==> config.mk <==
export PLATFORM = sky130hd
export DESIGN_NAME = mse_front
export DESIGN_NICKNAME = d
export VERILOG_FILES = /design/src/rtl/mse_pkg.sv /design/src/rtl/mse_front.sv
export SDC_FILE = /design/constraint.sdc
export NUM_CORES = 1
export LEC_CHECK = 0
export BUFFER_PORTS_ARGS = -buffer_cell sky130_fd_sc_hd__buf_4
export CORE_UTILIZATION = 35
export DETAILED_ROUTE_END_ITERATION = 8
export GPL_ROUTABILITY_DRIVEN = 0
export PLACE_DENSITY = 0.59
export RECOVER_POWER = 100
export SKIP_CTS_REPAIR_TIMING = 1
export SLEW_MARGIN = 0
export SYNTH_ARGS = -nofsm -noshare
export SYNTH_HDL_FRONTEND = slang
export SYNTH_SLANG_ARGS = --single-unit
==> constraint.sdc <==
create_clock -name clk -period 11.8 [get_ports clk]
set_input_delay 2.36 -clock clk [delete_from_list [all_inputs] [get_ports clk]]
set_output_delay 2.36 -clock clk [all_outputs]
set_load 0.005 [all_outputs]
==> src/rtl/mse_pkg.sv <==
// Shared types, opcodes and helpers for the MIPS subset execute unit.
package mse_pkg;

  localparam logic [31:0] PC_RESET    = 32'h0040_0000;
  localparam logic [31:0] PC_SEG_MASK = 32'hf000_0000;

  localparam logic [5:0] OP_SPECIAL = 6'h00;
  localparam logic [5:0] OP_J       = 6'h02;
  localparam logic [5:0] OP_JAL     = 6'h03;
  localparam logic [5:0] OP_BEQ     = 6'h04;
  localparam logic [5:0] OP_BNE     = 6'h05;
  localparam logic [5:0] OP_ADDI    = 6'h08;
  localparam logic [5:0] OP_ADDIU   = 6'h09;
  localparam logic [5:0] OP_SLTI    = 6'h0A;
  localparam logic [5:0] OP_ANDI    = 6'h0C;
  localparam logic [5:0] OP_ORI     = 6'h0D;
  localparam logic [5:0] OP_XORI    = 6'h0E;
  localparam logic [5:0] OP_LUI     = 6'h0F;
  localparam logic [5:0] OP_LB      = 6'h20;
  localparam logic [5:0] OP_LH      = 6'h21;
  localparam logic [5:0] OP_LW      = 6'h23;
  localparam logic [5:0] OP_SB      = 6'h28;
  localparam logic [5:0] OP_SH      = 6'h29;
  localparam logic [5:0] OP_SW      = 6'h2B;

  localparam logic [5:0] FN_SLL     = 6'h00;
  localparam logic [5:0] FN_SRL     = 6'h02;
  localparam logic [5:0] FN_JR      = 6'h08;
  localparam logic [5:0] FN_SYSCALL = 6'h0C;
  localparam logic [5:0] FN_ADD     = 6'h20;
  localparam logic [5:0] FN_ADDU    = 6'h21;
  localparam logic [5:0] FN_SUB     = 6'h22;
  localparam logic [5:0] FN_AND     = 6'h24;
  localparam logic [5:0] FN_OR      = 6'h25;
  localparam logic [5:0] FN_XOR     = 6'h26;
  localparam logic [5:0] FN_SLT     = 6'h2A;

  localparam logic [31:0] SYS_PRINT_INT  = 32'd1;
  localparam logic [31:0] SYS_EXIT       = 32'd10;
  localparam logic [31:0] SYS_PRINT_CHAR = 32'd11;

  localparam logic CON_INT  = 1'b0;
  localparam logic CON_CHAR = 1'b1;

  localparam logic [4:0] LINK_REG = 5'd31;

  typedef enum logic [4:0] {
    K_NOP, K_PRELOAD, K_JR, K_ADD, K_ADDU, K_SUB, K_SLT, K_SLL, K_SRL,
    K_AND, K_OR, K_XOR, K_SYSCALL, K_ADDI, K_ANDI, K_ORI, K_XORI, K_SLTI,
    K_LUI, K_LW, K_LH, K_LB, K_SW, K_SH, K_SB, K_BEQ, K_BNE, K_J, K_JAL
  } kind_t;

  typedef struct packed {
    kind_t       kind;
    logic [4:0]  rs;
    logic [4:0]  rt;
    logic [4:0]  dst;
    logic [4:0]  shamt;
    logic [15:0] imm;
    logic [25:0] target;
    logic [31:0] pre_addr;
    logic [31:0] pre_data;
  } item_t;

  function automatic logic is_mem(kind_t k);
    return k == K_PRELOAD || k == K_LW || k == K_LH || k == K_LB ||
           k == K_SW || k == K_SH || k == K_SB;
  endfunction

  // memory ops that finish without reading the word first
  function automatic logic is_write_only(kind_t k);
    return k == K_PRELOAD || k == K_SW;
  endfunction

endpackage

==> src/rtl/mse_front.sv <==
// Front end: accepts beats, decodes them and queues them for the back end.
module mse_front (
  input  logic          clk,
  input  logic          rst,
  input  logic          in_valid,
  output logic          in_ready,
  input  logic          command,
  input  logic [31:0]   instruction_word,
  input  logic [31:0]   preload_address,
  input  logic [31:0]   preload_data,
  input  logic          clearing,
  output logic          q_valid,
  output mse_pkg::item_t q_item,
  input  logic          q_pop
);
  import mse_pkg::*;

  localparam int QDEPTH = 2;
  localparam int PW = $clog2(QDEPTH);

  item_t         fifo [QDEPTH];
  logic [PW-1:0] wptr;
  logic [PW-1:0] rptr;
  logic [PW:0]   count;
  item_t         dec;
  logic          push;

  always_comb begin
    logic [5:0] op;
    logic [5:0] fn;
    op = instruction_word[31:26];
    fn = instruction_word[5:0];
    dec.rs       = instruction_word[25:21];
    dec.rt       = instruction_word[20:16];
    dec.dst      = instruction_word[20:16];
    dec.shamt    = instruction_word[10:6];
    dec.imm      = instruction_word[15:0];
    dec.target   = instruction_word[25:0];
    dec.pre_addr = preload_address;
    dec.pre_data = preload_data;
    dec.kind     = K_NOP;
    if (command) begin
      dec.kind = K_PRELOAD;
    end else if (op == OP_SPECIAL) begin
      dec.dst = instruction_word[15:11];
      unique case (fn)
        FN_SLL:     dec.kind = K_SLL;
        FN_SRL:     dec.kind = K_SRL;
        FN_JR:      dec.kind = K_JR;
        FN_SYSCALL: dec.kind = K_SYSCALL;
        FN_ADD:     dec.kind = K_ADD;
        FN_ADDU:    dec.kind = K_ADDU;
        FN_SUB:     dec.kind = K_SUB;
        FN_AND:     dec.kind = K_AND;
        FN_OR:      dec.kind = K_OR;
        FN_XOR:     dec.kind = K_XOR;
        FN_SLT:     dec.kind = K_SLT;
        default:    dec.kind = K_NOP;
      endcase
    end else begin
      unique case (op)
        OP_J:     dec.kind = K_J;
        OP_JAL:   begin dec.kind = K_JAL; dec.dst = LINK_REG; end
        OP_BEQ:   dec.kind = K_BEQ;
        OP_BNE:   dec.kind = K_BNE;
        OP_ADDI:  dec.kind = K_ADDI;
        OP_ADDIU: dec.kind = K_ADDI;
        OP_SLTI:  dec.kind = K_SLTI;
        OP_ANDI:  dec.kind = K_ANDI;
        OP_ORI:   dec.kind = K_ORI;
        OP_XORI:  dec.kind = K_XORI;
        OP_LUI:   dec.kind = K_LUI;
        OP_LB:    dec.kind = K_LB;
        OP_LH:    dec.kind = K_LH;
        OP_LW:    dec.kind = K_LW;
        OP_SB:    dec.kind = K_SB;
        OP_SH:    dec.kind = K_SH;
        OP_SW:    dec.kind = K_SW;
        default:  dec.kind = K_NOP;
      endcase
    end
  end

  assign in_ready = !clearing && (count != (PW+1)'(QDEPTH));
  assign push     = in_valid && in_ready;
  assign q_valid  = count != '0;
  assign q_item   = fifo[rptr];

  always_ff @(posedge clk) begin
    if (push) begin
      fifo[wptr] <= dec;
    end
    if (rst) begin
      wptr  <= '0;
      rptr  <= '0;
      count <= '0;
    end else begin
      if (push) begin
        wptr <= wptr + 1'b1;
      end
      if (q_pop) begin
        rptr <= rptr + 1'b1;
      end
      if (push && !q_pop) begin
        count <= count + 1'b1;
      end else if (!push && q_pop) begin
        count <= count - 1'b1;
      end
    end
  end

endmodule

==> out/qor.csv, run 1 <==
metric,value,unit
die height,155,microns
setup TNS,0,ns
Root Buffer,clkbuf_16,
Peak VDD IR,104,uV
CP bufs+invs,2,
Core Area,0.0228,sq mm
slew margin rel.,-123,%
status,"complete, but fails checks",
CTS H-tree depth,1,
Setup WS pre-CTS,6.73,ns
Final Cycle Share,65.7,%
# rows,55,
most frequent cells after synthesis,"200 x edfxtp_1, 100 x mux2_2, 31 x buf_4",
post-synth net total,561,
initial antenna violation count,0,
slowest CP cell,clkbuf_1,
Slew @ Worst Pin,3.35,ns
top cell type's share of synthesized area,73.0,%
Worst path top cell family by delay,buffers and inverters,
Die ar.,0.0241,sq mm
CTS Buf Count,22,
setup violators final,0,
most area-consuming cells after synthesis,"edfxtp_1 73%, mux2_2 14%, buf_4 2.8%",
violated checks,"max-capacitance violations, max-slew violations",
post-synthesis register bit count,205,
DRC violation count after routing,0,
pin count of the biggest net entering global routing,60,
Leak Pwr,3.77,nW
Clock Pin Slew Worst Setup and Hold Paths,0.06,ns
vias in the first global route,4904,
global-route wire length before repair,25.8,mm
worst skew pair latency,0.49,ns
vias per inst,4.70,
I/O Buffers,234,
RSZ-0062 raised after global routing,no,
Hold Crit Start,rptr,
Antenna diodes,0,
most frequent cell after synthesis,edfxtp_1,
path depth of the worst reg2reg path,4,
synthesized instance count,458,
r2r setup slk,5.52,ns
fmax,129,MHz
Critical R2R Launch,count[0],
"EDFF count, synth",200,
Setup Skew,0.00709,ns
Worst Setup End Kind,register,
DRT Pass-1 Iters,4,
CP arrival,7.79,ns
total grt overflow,0,
final net count,773,
Maximum Capacitance Violations,6,
fraction of layout cells with a size suffix above 1,42.7,%
fin crit period,7.76,ns
max incr delay on CP,2.43,ns
Routed Antenna Nets,0,
Layout area overhead,29.2,%
element type at the critical path start,input pin,
Starting Density,36.0,%
Final WS setup,4.04,ns
HPWL Detailed,11.2,mm
post-synthesis sequential area ratio,74.3,%
crit-path cells,clkbuf_4 > a211oi_1 > and2_0 > clkbuf_1,
largest area contributor in the netlist,edfxtp_1,
Crit Reg-Reg Endpoint,fifo[1][30],
Slew Limit Fails,309,
clk sinks,205,
final WL,16.8,mm
ys async rst share,0,%
Yosys warnings,0,
Cell Pwr Density,165,mW/mm^2
largest fanout on the critical path,55,
worst endpoint required time,11.83,ns
Main synth FF type,edfxtp_1,
WHS Path Cells,2,
maximum root-to-sink buffer count,3,
First DRT Iteration DRCs,179,
Avg WL per Cell,16.8,microns
synth unique cells,46,
mapped cell area,0.00822,sq mm
Synth Area per Inst,18.0,sq um
CTS tree,built,
IO Count,235,
Util after Layout,46.5,%
Die W,155,microns
Min-Delay Path Class,register to register,
final hold vios,0,
GRT Total Usage,13.8,%
Worst Setup SP,clearing,
vias post-DR,4691,
CP Class,input pin to register,
power breakdown:
part	internal (mW)	total [mW]	switching, mW
Clock	0.433	0.703	0.270
Combinational	0.107	0.197	0.0904
Sequential	0.844	0.858	0.0146
worst min-delay path, stage by stage (launching register included):
cell	delay, ns
dfxtp_1	0.32
xnor2_1	0.09
nor2_1	0.08
how the worst max path moves through the flow:
stage,endpoint,slack [ns],cells past startpoint
2_1_floorplan,fifo[0][0],4.00,2
3_3_place_gp,in_ready,6.72,3
3_5_place_dp,in_ready,6.73,3
4_1_cts,in_ready,6.72,3
5_1_grt,fifo[1][32],3.45,4
6_report,fifo[1][30],4.04,4
metrics by stage:
stage	cell area (sq um)	hold WS (ns)	total power, mW	instances
2_1_floorplan	8220	0.474	0.977	458
3_3_place_gp	10100	0.489	1.08	959
3_5_place_dp	10100	0.502	1.09	959
4_1_cts	10900	0.521	1.80	999
5_1_grt	10600	0.555	1.83	999
6_report	10600	0.519	1.76	999
cells by family (layout without fill, tap and decap cells):
group | after synthesis | after routing | synth area share, %
compound gates | 38 | 38 | 3.38
xor+xnor | 8 | 8 | 0.852
fa+ha+maj | 2 | 2 | 0.274
buf+inv | 59 | 287 | 4.12
flops | 205 | 205 | 74.3
mux | 102 | 102 | 13.9
simple gates | 44 | 44 | 3.18
cell type report:
class                   count  area [sq um]
clock buffers              26           607
clock inverters            14           148
flip-flops and latches    205          6110
well taps                 313           392
repair buffers            238          1560
inverters                   9          33.8
multi-input cells         194          1780
fillers                  2038         12200
cell usage in the layout, fill, tap and decap left out, types with 3 or more instances in the layout:
cell	synthesis	final
bufinv_16	0	3
mux2_1	0	31
clkinv_2	0	10
o211ai_1	3	3
a2bb2oi_1	4	4
or2_2	6	6
buf_4	31	41
nor2_1	9	10
clkbuf_1	17	60
nor4_1	3	3
or3_1	3	3
nand2_1	5	5
nand2b_1	3	3
edfxtp_1	200	200
xnor2_1	4	4
xor2_1	4	4
a21oi_1	4	4
o22ai_1	5	5
inv_1	9	9
clkbuf_16	0	23
o21ai_0	4	4
dfxtp_1	5	5
clkbuf_4	0	136
mux2_2	100	69
nor4bb_1	4	4
layer usage:
metal	track usage (%)	routed length (microns)	vias up
met5	0	0	-
met4	5.42	519	0
met3	3.45	1090	39
met2	24.7	8560	171
met1	15.9	6650	2297
li1	-	-	2184
state kept, by name (all words and copies together), names as in the netlist, named ones only:
register / cells
wptr: 1
rptr: 1
count: 2
fifo: 200
Note: power is estimated with default switching activity, not from simulation.
==> run 2, diff against run 1 <==
- clock period: 11.8 -> 7.9 ns (I/O delays scaled with it)
==> out/qor.csv, run 2 (same netlist as run 1, synthesis figures left out) <==
metric,value,unit
"commonest non-fill, non-tap cell in the layout",edfxtp_1,
CP Class,input pin to register,
setup TNS,0,ns
worst endpoint required time,7.99,ns
vias in the first global route,4793,
HPWL Detailed,11.1,mm
slew margin rel.,-111,%
setup violators final,0,
Antenna diodes,0,
element type at the critical path start,input pin,
final hold vios,0,
CP arrival,5.60,ns
vias per inst,4.68,
initial antenna violation count,0,
DRC violation count after routing,0,
final net count,774,
CTS H-tree depth,1,
Sw Share,21.5,%
Final WS setup,2.39,ns
most frequent cells in the layout,"200 x edfxtp_1, 140 x clkbuf_4, 72 x mux2_2",
Starting Density,36.0,%
Maximum Capacitance Violations,4,
max FFs per register,200,
fin crit period,5.51,ns
Setup Skew,0.00756,ns
Die W,155,microns
global-route wire length before repair,25.5,mm
fillers,2079,
fraction of layout cells with a size suffix above 1,42.4,%
I/O Buffers,234,
Setup WS pre-CTS,3.73,ns
die height,155,microns
IO Count,235,
CTS Buf Count,23,
Worst Setup End Kind,register,
Cell Pwr Density,239,mW/mm^2
Min-Delay Path Class,register to register,
Comb pwr share,11.6,%
status,"complete, but fails checks",
Layout area overhead,28.4,%
Die ar.,0.0241,sq mm
final WL,16.6,mm
maximum root-to-sink buffer count,3,
Avg WL per Cell,16.6,microns
Slew @ Worst Pin,3.16,ns
violated checks,"max-capacitance violations, max-slew violations",
Power Internal,1.98,mW
Clock Pin Slew Worst Setup and Hold Paths,0.05,ns
Slew Limit Fails,197,
worst skew pair latency,0.50,ns
Leak Pwr,3.74,nW
largest fanout on the critical path,59,
area of the multi-input gates,0.00178,sq mm
NetSw,0.544,mW
Root Buffer,clkbuf_16,
vias post-DR,4675,
Routed Antenna Nets,0,
pin count of the biggest net entering global routing,60,
# rows,55,
area occupied by registers,0.00611,sq mm
"Design Area, Final",0.0106,sq mm
RSZ-0062 raised after global routing,no,
fmax,182,MHz
Clk pwr share,37.7,%
CTS tree,built,
DRT Pass-1 Iters,4,
Largest Register,fifo,
Core Area,0.0228,sq mm
Post-Place Cell Area,0.0101,sq mm
share of power burned in registers,50.7,%
First DRT Iteration DRCs,176,
top flop regs,"fifo x200, count x2",
Final Cycle Share,69.7,%
total grt overflow,0,
Peak VDD IR,180,uV
clk sinks,205,
GRT Total Usage,13.6,%
"Power, Total",2.52,mW
## run 2: changes by cell type in the layout (fill, tap and decap cells not counted), moves of 2 or more
| cell | delta |
|---|---|
| clkinv_2 | -5 |
| clkbuf_4 | +4 |
| clkinv_1 | +6 |
| bufinv_16 | -2 |
| mux2_2 | +3 |
| mux2_1 | -3 |
| clkbuf_8 | -2 |
## run 2: path summary, 6_finish.rpt
check        startpoint          end  slack (ns)  cells past startpoint
max            clearing  fifo[0][23]        2.39                      5
min                rptr     register        0.52                      2
max reg2reg    count[0]  fifo[0][23]        3.10                      5
min reg2reg        rptr     register        0.52                      2
## run 2: cell type report
type / count / area share [%]
clock inverter: 13 / 0.817
timing repair buffer: 238 / 14.9
clock buffer: 27 / 5.59
tap: 313 / 3.71
sequential: 205 / 57.8
inverter: 9 / 0.320
multi-input combinational: 194 / 16.9
## run 2: routing by layer
layer / wire, microns / GRT usage (%) / vias up
li1: - / - / 2190
met1: 6560 / 15.3 / 2307
met2: 8670 / 25.4 / 152
met3: 991 / 3.45 / 26
met4: 336 / 4.06 / 0
met5: 0 / 0 / -
## run 2: critical path, stage by stage
cell and delay, ns:
clkbuf_4 0.11, a211oi_1 0.46, nor2b_4 0.23, clkbuf_1 1.73
clkbuf_2 1.40
## run 2: through the flow
stage / std cells / hold slack [ns] / util, %
after global routing: 999 / 0.564 / 46.2
after floorplan: 458 / 0.474 / -
final: 999 / 0.516 / 46.2
after detailed placement: 959 / 0.504 / 44.2
after CTS: 999 / 0.521 / 47.2
after global placement: 959 / 0.491 / 44.2
## run 2: power groups by stage
stage               registers [mW]  logic [mW]  clock network, mW
detailed placement            1.30       0.324                  0
global route                  1.29       0.322               1.02
CTS                           1.28       0.326              0.983
global placement              1.30       0.320                  0
finish                        1.28       0.293              0.951
floorplan                     1.29       0.165                  0
